<file path="config.mk">
export PLATFORM = sky130hd
export DESIGN_NAME = sha256_byte_stream_hash
export DESIGN_NICKNAME = d
export VERILOG_FILES = /design/src/rtl/core/sha256_pkg.sv /design/src/rtl/core/sha256_byte_stream_hash.sv /design/src/rtl/core/sha256_dp.sv /design/src/rtl/core/sha256_ctrl.sv
export SDC_FILE = /design/constraint.sdc
export NUM_CORES = 2
export LEC_CHECK = 0
export CAP_MARGIN = 0
export CORE_ASPECT_RATIO = 1.5
export CORE_MARGIN = 10
export CORE_UTILIZATION = 59
export CTS_BUF_LIST = sky130_fd_sc_hd__clkbuf_4 sky130_fd_sc_hd__clkbuf_8 sky130_fd_sc_hd__clkbuf_16
export CTS_CLUSTER_DIAMETER = 80
export DETAILED_ROUTE_END_ITERATION = 12
export DONT_BUFFER_PORTS = 1
export PLACE_DENSITY = 0.76
export SLEW_MARGIN = 0
export SYNTH_ARGS = -nofsm -noshare
export SYNTH_HDL_FRONTEND = slang
export SYNTH_SLANG_ARGS = --single-unit
</file>
<file path="constraint.sdc">
create_clock -name clk -period 14 [get_ports clk]
set_input_delay 1.4 -clock clk [delete_from_list [all_inputs] [get_ports clk]]
set_output_delay 1.4 -clock clk [all_outputs]
set_load 0.03 [all_outputs]
</file>
<file path="src/rtl/core/sha256_pkg.sv">
`timescale 1ns / 1ps
// ----------------------------------------------------------------------------
// SHA-256 package
// Round constants, initial hash values, helper functions and the command
// struct shared by the controller and the datapath.
// ----------------------------------------------------------------------------
package sha256_pkg;

	localparam int unsigned BlockBytes = 64;
	localparam int unsigned Rounds     = 64;
	localparam int unsigned LenPos     = 56;
	localparam logic [7:0]  PadByte    = 8'h80;

	typedef logic [31:0] word_t;

	function automatic word_t round_k(input logic [5:0] t);
		word_t k;
		begin
			unique case (t)
				6'd0: k = 32'h428A2F98;  6'd1: k = 32'h71374491;
				6'd2: k = 32'hB5C0FBCF;  6'd3: k = 32'hE9B5DBA5;
				6'd4: k = 32'h3956C25B;  6'd5: k = 32'h59F111F1;
				6'd6: k = 32'h923F82A4;  6'd7: k = 32'hAB1C5ED5;
				6'd8: k = 32'hD807AA98;  6'd9: k = 32'h12835B01;
				6'd10: k = 32'h243185BE; 6'd11: k = 32'h550C7DC3;
				6'd12: k = 32'h72BE5D74; 6'd13: k = 32'h80DEB1FE;
				6'd14: k = 32'h9BDC06A7; 6'd15: k = 32'hC19BF174;
				6'd16: k = 32'hE49B69C1; 6'd17: k = 32'hEFBE4786;
				6'd18: k = 32'h0FC19DC6; 6'd19: k = 32'h240CA1CC;
				6'd20: k = 32'h2DE92C6F; 6'd21: k = 32'h4A7484AA;
				6'd22: k = 32'h5CB0A9DC; 6'd23: k = 32'h76F988DA;
				6'd24: k = 32'h983E5152; 6'd25: k = 32'hA831C66D;
				6'd26: k = 32'hB00327C8; 6'd27: k = 32'hBF597FC7;
				6'd28: k = 32'hC6E00BF3; 6'd29: k = 32'hD5A79147;
				6'd30: k = 32'h06CA6351; 6'd31: k = 32'h14292967;
				6'd32: k = 32'h27B70A85; 6'd33: k = 32'h2E1B2138;
				6'd34: k = 32'h4D2C6DFC; 6'd35: k = 32'h53380D13;
				6'd36: k = 32'h650A7354; 6'd37: k = 32'h766A0ABB;
				6'd38: k = 32'h81C2C92E; 6'd39: k = 32'h92722C85;
				6'd40: k = 32'hA2BFE8A1; 6'd41: k = 32'hA81A664B;
				6'd42: k = 32'hC24B8B70; 6'd43: k = 32'hC76C51A3;
				6'd44: k = 32'hD192E819; 6'd45: k = 32'hD6990624;
				6'd46: k = 32'hF40E3585; 6'd47: k = 32'h106AA070;
				6'd48: k = 32'h19A4C116; 6'd49: k = 32'h1E376C08;
				6'd50: k = 32'h2748774C; 6'd51: k = 32'h34B0BCB5;
				6'd52: k = 32'h391C0CB3; 6'd53: k = 32'h4ED8AA4A;
				6'd54: k = 32'h5B9CCA4F; 6'd55: k = 32'h682E6FF3;
				6'd56: k = 32'h748F82EE; 6'd57: k = 32'h78A5636F;
				6'd58: k = 32'h84C87814; 6'd59: k = 32'h8CC70208;
				6'd60: k = 32'h90BEFFFA; 6'd61: k = 32'hA4506CEB;
				6'd62: k = 32'hBEF9A3F7; 6'd63: k = 32'hC67178F2;
				default: k = 32'h0;
			endcase
			return k;
		end
	endfunction

	function automatic word_t init_h(input logic [2:0] i);
		word_t h;
		begin
			unique case (i)
				3'd0: h = 32'h6A09E667; 3'd1: h = 32'hBB67AE85;
				3'd2: h = 32'h3C6EF372; 3'd3: h = 32'hA54FF53A;
				3'd4: h = 32'h510E527F; 3'd5: h = 32'h9B05688C;
				3'd6: h = 32'h1F83D9AB; 3'd7: h = 32'h5BE0CD19;
				default: h = 32'h0;
			endcase
			return h;
		end
	endfunction

	function automatic word_t rotr(input word_t x, input int unsigned n);
		return (x >> n) | (x << (32 - n));
	endfunction

	// Byte source for a block write.
	typedef enum logic [1:0] {
		SRC_DATA = 2'd0,
		SRC_PAD  = 2'd1,
		SRC_ZERO = 2'd2,
		SRC_LEN  = 2'd3
	} byte_src_t;

	typedef struct packed {
		logic       wr_byte;    // write one byte into the block
		byte_src_t  src;
		logic [5:0] wr_pos;
		logic       count_byte; // bump the message length
		logic       rnd_start;  // load working variables from hash words
		logic       rnd_step;   // run one round
		logic [5:0] rnd_idx;
		logic       rnd_fold;   // add working variables into hash words
		logic       digest_ld;  // capture digest into output register
		logic       restart;    // reload initial hash, clear length
	} dp_cmd_t;

endpackage

</file>
<file path="src/rtl/core/sha256_byte_stream_hash.sv">
`timescale 1ns / 1ps
// ----------------------------------------------------------------------------
// SHA-256 byte stream hash
// Hashes a message fed one byte per transaction and returns its digest.
// ----------------------------------------------------------------------------
// Usage: each input transaction carries data_byte, qualified by has_byte, and
// end_of_message. An item with end_of_message closes the message after its own
// byte; the block pads, appends the 64-bit bit length and presents the 256-bit
// digest as four 64-bit big-endian parts on the output channel.
// Sequence: a byte that does not fill the block is written and counted when it
// is accepted. The 64th byte of a block starts the compression: a setup step, 64
// rounds (one round a cycle in the shared round unit) and a fold step.
// End of message writes padding one byte a cycle up to the block end, runs one
// or two compressions and loads the digest register. The worst case is a pad
// byte landing at offset 56: eight pad bytes, a compression, a block of padding,
// a second compression and the digest load come before the digest is offered.
// While the digest waits, in_ready stays low; a stalled receiver holds the
// block. Reset restores the initial hash values and clears the length; the
// block buffer needs no clearing because it is always written before read.
// ----------------------------------------------------------------------------
module sha256_byte_stream_hash (
	input  logic        clk,
	input  logic        arst_n,
	input  logic        in_valid,
	output logic        in_ready,
	input  logic [7:0]  data_byte,
	input  logic        has_byte,
	input  logic        end_of_message,
	output logic        out_valid,
	input  logic        out_ready,
	output logic [63:0] digest_part_0,
	output logic [63:0] digest_part_1,
	output logic [63:0] digest_part_2,
	output logic [63:0] digest_part_3
);

	sha256_pkg::dp_cmd_t cmd;
	logic [255:0]        digest;

	sha256_ctrl u_ctrl (
		.clk, .arst_n, .in_valid, .in_ready, .has_byte, .end_of_message,
		.out_valid, .out_ready, .cmd
	);

	sha256_dp u_dp (
		.clk, .arst_n, .cmd, .data_byte, .digest
	);

	assign digest_part_0 = digest[255:192];
	assign digest_part_1 = digest[191:128];
	assign digest_part_2 = digest[127:64];
	assign digest_part_3 = digest[63:0];

endmodule

</file>
<file path="src/rtl/core/sha256_dp.sv">
`timescale 1ns / 1ps
// ----------------------------------------------------------------------------
// SHA-256 datapath
// Block buffer, schedule window, one-round compression unit and length count.
// ----------------------------------------------------------------------------
module sha256_dp (
	input  logic                 clk,
	input  logic                 arst_n,
	input  sha256_pkg::dp_cmd_t  cmd,
	input  logic [7:0]           data_byte,
	output logic [255:0]         digest
);

	// The block is held as sixteen big-endian words, written one byte lane at a time.
	sha256_pkg::word_t       blk_q [16];
	sha256_pkg::word_t       w_q [16];
	sha256_pkg::word_t       h_q [8];
	sha256_pkg::word_t       v_q [8];
	logic [63:0]             total_q;
	logic [255:0]            digest_q;
	logic [63:0]             bits;
	logic [7:0]              wr_data;
	logic [5:0]              t;
	sha256_pkg::word_t       wt, s0, s1, ch, mj, t1, t2, a15, a2;

	assign bits = {total_q[60:0], 3'b000};
	assign t    = cmd.rnd_idx;

	always_comb begin
		unique case (cmd.src)
			sha256_pkg::SRC_DATA: wr_data = data_byte;
			sha256_pkg::SRC_PAD:  wr_data = sha256_pkg::PadByte;
			sha256_pkg::SRC_ZERO: wr_data = 8'h00;
			sha256_pkg::SRC_LEN:  wr_data = bits[8 * (7 - cmd.wr_pos[2:0]) +: 8];
			default:              wr_data = 8'h00;
		endcase
	end

	always_comb begin
		a15 = w_q[4'(t - 6'd15)];
		a2  = w_q[4'(t - 6'd2)];
		if (t < 6'd16) begin
			wt = blk_q[t[3:0]];
		end else begin
			wt = w_q[t[3:0]] + w_q[4'(t - 6'd7)]
				+ (sha256_pkg::rotr(a15, 7) ^ sha256_pkg::rotr(a15, 18) ^ (a15 >> 3))
				+ (sha256_pkg::rotr(a2, 17) ^ sha256_pkg::rotr(a2, 19) ^ (a2 >> 10));
		end
		ch = (v_q[4] & v_q[5]) ^ (~v_q[4] & v_q[6]);
		mj = (v_q[0] & v_q[1]) ^ (v_q[0] & v_q[2]) ^ (v_q[1] & v_q[2]);
		s0 = sha256_pkg::rotr(v_q[0], 2) ^ sha256_pkg::rotr(v_q[0], 13)
			^ sha256_pkg::rotr(v_q[0], 22);
		s1 = sha256_pkg::rotr(v_q[4], 6) ^ sha256_pkg::rotr(v_q[4], 11)
			^ sha256_pkg::rotr(v_q[4], 25);
		t1 = v_q[7] + s1 + ch + sha256_pkg::round_k(t) + wt;
		t2 = s0 + mj;
	end

	always_ff @(posedge clk) begin
		if (cmd.wr_byte) blk_q[cmd.wr_pos[5:2]][8 * (3 - cmd.wr_pos[1:0]) +: 8] <= wr_data;
		if (cmd.rnd_step) w_q[t[3:0]] <= wt;
		if (cmd.rnd_start) begin
			for (int i = 0; i < 8; i++) v_q[i] <= h_q[i];
		end else if (cmd.rnd_step) begin
			v_q[7] <= v_q[6]; v_q[6] <= v_q[5]; v_q[5] <= v_q[4];
			v_q[4] <= v_q[3] + t1;
			v_q[3] <= v_q[2]; v_q[2] <= v_q[1]; v_q[1] <= v_q[0];
			v_q[0] <= t1 + t2;
		end
		if (cmd.digest_ld) begin
			for (int i = 0; i < 8; i++) digest_q[255 - 32 * i -: 32] <= h_q[i];
		end
	end

	always_ff @(posedge clk or negedge arst_n) begin
		if (!arst_n) begin
			for (int i = 0; i < 8; i++) h_q[i] <= sha256_pkg::init_h(3'(i));
			total_q <= '0;
		end else begin
			if (cmd.restart) begin
				for (int i = 0; i < 8; i++) h_q[i] <= sha256_pkg::init_h(3'(i));
				total_q <= '0;
			end else begin
				if (cmd.rnd_fold) begin
					for (int i = 0; i < 8; i++) h_q[i] <= h_q[i] + v_q[i];
				end
				if (cmd.count_byte) total_q <= total_q + 64'd1;
			end
		end
	end

	assign digest = digest_q;

endmodule

</file>
<file path="src/rtl/core/sha256_ctrl.sv">
`timescale 1ns / 1ps
// ----------------------------------------------------------------------------
// SHA-256 controller
// Sequences byte intake, padding, compression rounds and digest delivery.
// ----------------------------------------------------------------------------
module sha256_ctrl (
	input  logic                 clk,
	input  logic                 arst_n,
	input  logic                 in_valid,
	output logic                 in_ready,
	input  logic                 has_byte,
	input  logic                 end_of_message,
	output logic                 out_valid,
	input  logic                 out_ready,
	output sha256_pkg::dp_cmd_t  cmd
);

	typedef enum logic [6:0] {
		S_IDLE  = 7'b0000001,
		S_START = 7'b0000010,
		S_ROUND = 7'b0000100,
		S_FOLD  = 7'b0001000,
		S_PAD   = 7'b0010000,
		S_DIG   = 7'b0100000,
		S_OUT   = 7'b1000000
	} state_t;

	state_t     state_q, state_d;
	logic [5:0] fill_q, fill_d;
	logic [5:0] rnd_q, rnd_d;
	logic       fin_q, fin_d;   // the 0x80 pad byte has been written
	logic       eom_q, eom_d;   // the message closes, padding follows this block
	logic       last_q, last_d; // this block carries the length
	logic       acc;

	assign in_ready  = (state_q == S_IDLE);
	assign out_valid = (state_q == S_OUT);
	assign acc       = in_valid && in_ready;

	always_comb begin
		state_d = state_q; fill_d = fill_q; rnd_d = rnd_q;
		fin_d = fin_q; eom_d = eom_q; last_d = last_q;
		cmd = '0;
		cmd.src = sha256_pkg::SRC_DATA;
		cmd.wr_pos = fill_q;
		cmd.rnd_idx = rnd_q;
		unique case (state_q)
			S_IDLE: begin
				if (acc) begin
					fin_d = 1'b0;
					eom_d = end_of_message;
					last_d = 1'b0;
					if (has_byte) begin
						cmd.wr_byte = 1'b1;
						cmd.count_byte = 1'b1;
						fill_d = fill_q + 6'd1;
						if (fill_q == 6'd63) state_d = S_START;
						else if (end_of_message) state_d = S_PAD;
					end else if (end_of_message) begin
						state_d = S_PAD;
					end
				end
			end
			S_PAD: begin
				// One byte a cycle: 0x80 at the fill position, then zeros,
				// then the length in the last eight bytes of the final block.
				cmd.wr_byte = 1'b1;
				if (!fin_q) cmd.src = sha256_pkg::SRC_PAD;
				else if (last_q && fill_q >= 6'(sha256_pkg::LenPos))
					cmd.src = sha256_pkg::SRC_LEN;
				else cmd.src = sha256_pkg::SRC_ZERO;
				fin_d = 1'b1;
				fill_d = fill_q + 6'd1;
				if (!last_q && !fin_q && fill_q <= 6'(sha256_pkg::LenPos - 1))
					last_d = 1'b1;
				if (fill_q == 6'd63) state_d = S_START;
				else if (!last_q && fin_q && fill_q == 6'(sha256_pkg::LenPos - 1)) begin
					last_d = 1'b1;
				end
			end
			S_START: begin
				cmd.rnd_start = 1'b1;
				rnd_d = '0;
				state_d = S_ROUND;
			end
			S_ROUND: begin
				cmd.rnd_step = 1'b1;
				rnd_d = rnd_q + 6'd1;
				if (rnd_q == 6'(sha256_pkg::Rounds - 1)) state_d = S_FOLD;
			end
			S_FOLD: begin
				cmd.rnd_fold = 1'b1;
				if (last_q) state_d = S_DIG;
				else if (eom_q) state_d = S_PAD;
				else state_d = S_IDLE;
			end
			S_DIG: begin
				cmd.digest_ld = 1'b1;
				cmd.restart = 1'b1;
				fill_d = '0;
				state_d = S_OUT;
			end
			S_OUT: begin
				if (out_ready) state_d = S_IDLE;
			end
			default: state_d = S_IDLE;
		endcase
	end

	always_ff @(posedge clk or negedge arst_n) begin
		if (!arst_n) begin
			state_q <= S_IDLE; fill_q <= '0; rnd_q <= '0;
			fin_q <= 1'b0; eom_q <= 1'b0; last_q <= 1'b0;
		end else begin
			state_q <= state_d; fill_q <= fill_d; rnd_q <= rnd_d;
			fin_q <= fin_d; eom_q <= eom_d; last_q <= last_d;
		end
	end

endmodule
</file>
# Word level (Yosys, flattened, before mapping)

Memory sizes are Yosys's and may differ from the RTL's.
Cells that the tools add are included.

Magnitude comparators: 3
Muxes and demuxes: 53
Reductions and logical operators: 18
Bitwise operators: 35
Add/sub/neg operators: 27
Shift operators: 3
Equal/unequal tests: 18

Operators by type and width:

| cell                                                   | number |
|---|---|
| adder 32 bit                                           | 18 |
| two-way mux 256 bit                                    | 2 |
| two-way mux 32 bit                                     | 10 |
| bitwise XOR 32 bit                                     | 9 |
| bitwise AND 32 bit                                     | 5 |
| two-way mux 64 bit                                     | 2 |
| adder 64 x 1 -> 64 bit (second input constant)         | 1 |
| indexed part select 64 x 33 -> 8 bit                   | 1 |
| two-way mux 7 bit                                      | 7 |
| one-hot mux 7 bit (7 select lines)                     | 1 |
| negation 32 -> 34 bit                                  | 1 |
| variable shift 8 x 34 -> 32 bit (first input constant) | 1 |
| indexed part select 8 x 34 -> 32 bit                   | 1 |
| NOT 32 bit                                             | 1 |
| OR 10 x 32 -> 32 bit                                   | 1 |
| OR 13 x 32 -> 32 bit                                   | 1 |
| OR 14 x 32 -> 32 bit                                   | 1 |
| OR 15 x 32 -> 32 bit                                   | 1 |
| OR 19 x 32 -> 32 bit                                   | 1 |
| OR 21 x 32 -> 32 bit                                   | 1 |
| OR 25 x 32 -> 32 bit                                   | 1 |
| OR 26 x 32 -> 32 bit                                   | 1 |
| OR 30 x 32 -> 32 bit                                   | 1 |
| OR 7 x 32 -> 32 bit                                    | 1 |
| other kinds (40)                                       | 87 |

Flip-flop bits (word level): 598
Word-level logic and storage cells: 177
Bits in writable memories: 1280
Input bits: 14
ROM bits: 2048
Memories kept: 4
Output and inout bits: 258

Memory list:

| name             | depth | width | rd ports | clocked after Yosys merged registers in | wr ports | line             | RTL |
|---|---|---|---|---|---|---|---|
| (name not given) | 64    | 32    | 1        | 0                                       | 0        | sha256_pkg.sv:19 | `unique case (t)` |
| u_dp.blk_q       | 16    | 32    | 1        | 0                                       | 1        | sha256_dp.sv:15  | `sha256_pkg::word_t blk_q [16];` |
| u_dp.w_q         | 16    | 32    | 4        | 0                                       | 1        | sha256_dp.sv:16  | `sha256_pkg::word_t w_q [16];` |
| u_dp.v_q         | 8     | 32    | 8        | 0                                       | 8        | sha256_dp.sv:18  | `sha256_pkg::word_t v_q [8];` |

# Longest topological paths before layout

An unclocked memory read counts as a cell.

Word-level depth: 11
Mapped depth: 66
Gate-level depth less buffers: 57

# Hierarchy

From an unflattened synthesis, not the netlist that was laid out.

Cells, all modules: 8653
Area, all modules: 109102.1 µm²

Modules (own cells, without submodules):

| module      | seq. area each (µm²) | instances | cells each | area an instance (µm²) |
|---|---|---|---|---|
| sha256_dp   | 54227.0              | 1         | 8514       | 107789.6 |
| sha256_ctrl | 551.8                | 1         | 139        | 1312.5 |

# Worst setup path before layout

No wires, ideal clock.

Kind: flip-flop to flip-flop
Start: reg u_ctrl.rnd_q[0]
End: mem u_dp.v_q[0][31] in the netlist's numbering (data pin)
Clock period less this slack: 14066 ps
Required time: 13736 ps
Arrival time: 13803 ps
Setup time: 264 ps
Slack: -66 ps
Buffers on the path: 13
Cell stages (with the launch flop): 61
Cell sequence: dfrtp_1 -> buf_6 -> buf_4 -> buf_4 -> buf_2 -> buf_2 -> buf_2 -> buf_2 -> clkinv_1 -> ha_1 -> buf_2 -> buf_4 -> buf_2 -> buf_1 -> clkbuf_1 -> clkbuf_1 -> mux4_2 -> mux4_2 -> [... 25 more ...] -> nor2b_1 -> nor2_1 -> nor2_1 -> o21ai_0 -> a211oi_1 -> a21oi_1 -> xor2_1 -> fa_1 -> inv_1 -> ha_1 -> a2111oi_0 -> o21ai_0 -> a31oi_1 -> o21bai_1 -> a21oi_1 -> xnor2_1 -> xnor2_1 -> o21ai_1

RTL lines:

| item                     | line               | RTL |
|---|---|---|
| start: declaration       | sha256_ctrl.sv:30  | `logic [5:0] rnd_q, rnd_d;` |
| start signal: assignment | sha256_ctrl.sv:115 | `state_q <= state_d; fill_q <= fill_d; rnd_q <= rnd_d;` |
| end: declaration         | sha256_dp.sv:18    |  |

==> flow_metrics.tcl <==
set metrics [dict create \
    cp_data_arrival_time_ns 13.83 \
    syn_avg_cell_area_um2 12.8 \
    synth_xor_xnor_area_share_pct 5.14 \
    die_w_um 368 \
    cts.clk_slew.worst_paths_ns 0.07 \
    start_kind "flip-flop" \
    num_rows 191 \
    placed_area_um2 110000 \
    period_needed_ns 13.25 \
    slowest_stage "dfrtp_4" \
    tightest_slew_ns 1.65 \
    max_slew_margin_pct -10.3 \
    setup_viol 0 \
    grt_pass1_vias 72900 \
    dr.pass1.iters 6 \
    boundaryPins 272 \
    synth_top_family_by_area "multiplexers" \
    synth.distinct_cells 90 \
    synth_simple_gate_area_share_pct 8.17 \
    status "finished with violations" \
    route.detailed.drc 0 \
    syn-cell-area_um2 107000 \
    ys_seq_area_share_pct 51.2 \
    synth-edff-count 1536 \
    routed-via-count 73400 \
    syn-num-nets 8962 \
    final_common_cell "edfxtp_1" \
    via_per_inst 6.81 \
    layout_worst_path_cycle_share_pct 94.6 \
    drive_gt1_share_pct 15.5 \
    cts_hold_buf 0 \
    root_buffer "clkbuf_16" \
    fin_area_um2 116000 \
    yosys_warnings 0 \
    synth_mux_area_share_pct 14.8 \
    hold_path_class "input pin to async pin" \
    synth_ff_type "edfxtp_1" \
    die_area_um2 199000 \
    coreArea_um2 180000 \
    critPathKind "flip-flop to flip-flop" \
    initialDrtViolationCount 8970 \
    clock_latency_ns 0.89 \
    mostFrequentLayoutCells "1536 x edfxtp_1, 1024 x nand2_1, 657 x mux4_2" \
    max_freq_mhz 75.5 \
    die_y_um 542 \
    cts_tree "done" \
    syn_inst 8344 \
    cap_violations 0 \
    nets 8845 \
    grt_pass1_wl_mm 498 \
    drv_slew 41 \
    hold_ws_ns 0.280 \
    grt.overflow.total 0 \
    critPathRequiredTime_ns 14.58 \
    endpoint_kind "flip-flop" \
    dp_hpwl_mm 243 \
    cts_buffers 181 \
    ys_async_sr_fraction_pct 18.1 \
    finalClockSkew_ns 0.0634 \
    start_util_pct 59.3 \
    tns_ns 0 \
    ant_nets 0 \
    synth_fa_ha_area_share_pct 8.48 \
    failed_checks "slew limit" \
    grt_max_degree 340 \
    grt_use_total_pct 33.9 \
    ys_ff_latch 1875 \
    clock_path_buffers 4 \
    fin_ws_ns 0.754 \
    detail_route.wl_per_cell_um 31.9 \
    clkSinkCount 1875 \
    port_buffers 0 \
    gp_congestion 1.04 \
    critical_path.max_stage_delay_ns 0.70 \
    htree_levels 4 \
    hold_viol 0 \
    wirelength_mm 344 \
    synth_compound_area_share_pct 9.09 \
    antenna_found_initial 7 \
    crit_fanout 27 \
    syn_to_final_growth_pct 8.06 \
    dpl_worst_slack_ns 0.522 \
    rsz0062_at_grt "false" \
]
-- flip-flops by register name, summed over array words and instances, names as in the netlist --
signal and cells:
u_dp.w_q 512, u_dp.v_q 256, u_ctrl.fill_q 6, u_dp.h_q 256, u_ctrl.rnd_q 6, u_dp.digest 256
u_ctrl.eom_q 1, u_ctrl.state_q 7, u_ctrl.fin_q 1, u_dp.total_q 61, u_ctrl.last_q 1, u_dp.blk_q 512
-- path summary, 6_finish.rpt --
kind | from | to | slack, ns | cells after the start
worst max-delay path | u_ctrl.rnd_q[0] | u_dp.v_q[0][31] | 0.75 | 46
worst min-delay path | arst_n | u_dp.h_q[68] | 0.28 | 0
worst max register to register | u_ctrl.rnd_q[0] | u_dp.v_q[0][31] | 0.75 | 46
worst min register to register | u_dp.h_q[160] | u_dp.digest[160] | 0.52 | 0
max in group asynchronous | arst_n | u_dp.h_q[167] | 12.52 | 0
min in group clk | u_dp.h_q[160] | u_dp.digest[160] | 0.52 | 0
-- through the flow --
stage | utilization, % | instances
after CTS | 64.1 | 10800
final | 64.1 | 10800
after detailed placement | 60.8 | 10500
after global placement | 60.8 | 10500
after floorplan | - | 8344
after global routing | 64.1 | 10800
-- critical path: cells and delay by family (launching register included) --
| family | cells | cell delay (ns) |
|---|---|---|
| AOI/OAI and AO/OA | 18 | 4.01 |
| muxes | 2 | 1.04 |
| DFF | 1 | 0.70 |
| xor gates and xnor gates | 6 | 1.24 |
| buffers and inverters | 8 | 1.31 |
| adders and majority gates | 9 | 4.07 |
| and+or+nand+nor | 3 | 0.49 |
-- cell type report --
| class | count | area, um2 |
|---|---|---|
| tap | 2412 | 3020 |
| inverter | 443 | 1680 |
| sequential | 1875 | 54800 |
| multi-input combinational | 5604 | 49100 |
| fill | 13000 | 64800 |
| antenna | 3 | 7.51 |
| clock inverter | 106 | 1080 |
| clock buffer | 217 | 4840 |
| timing repair buffer | 122 | 1110 |
-- metal layers --
| layer | up-vias | wire length, um | track usage (%) |
|---|---|---|---|
| met5 | - | 0 | 0 |
| met4 | 0 | 38200 | 29.7 |
| met3 | 1346 | 32500 | 6.57 |
| met2 | 4838 | 164000 | 55.2 |
| met1 | 36500 | 110000 | 38.2 |
| li1 | 30800 | - | - |
-- cell families after synthesis --
kind of cell | Yosys count
AO/OA/AOI/OAI | 1578
XOR/XNOR | 625
adder cells (fa/ha/maj) | 609
buffers and inverters | 865
flip-flops | 1875
multiplexers | 752
AND/OR/NAND/NOR | 2040
-- synthesized netlist by cell type, drive strengths merged (39+ instances only) --
cell    number  area [um2]
a211oi      39         293
a21o       207        1550
a21oi      487        2440
a31oi       48         300
and3        52         325
buf        107         487
clkbuf     315        1180
dfrtp      202        5050
dfstp      137        3600
edfxtp    1536       46100
fa         195        3900
ha         409        5120
inv        440        1650
mux2i       83         831
mux4       664       15000
nand2     1025        3850
nand2b      62         388
nand3       89         445
nor2       535        2010
nor2b       44         275
nor3        79         395
o21a        51         383
o21ai      428        2150
o21bai      55         413
xnor2      359        3160
xor2       265        2320
-- what timing repair did --
item | in CTS | in global routing
buffers inserted | 0 | 2
setup endpoints to repair | 0 | 7
resized for setup | 0 | 4
Power is left out: the tool's default activity adds up to more than one toggle a clock period on the data nets, which glitch-free logic cannot reach.
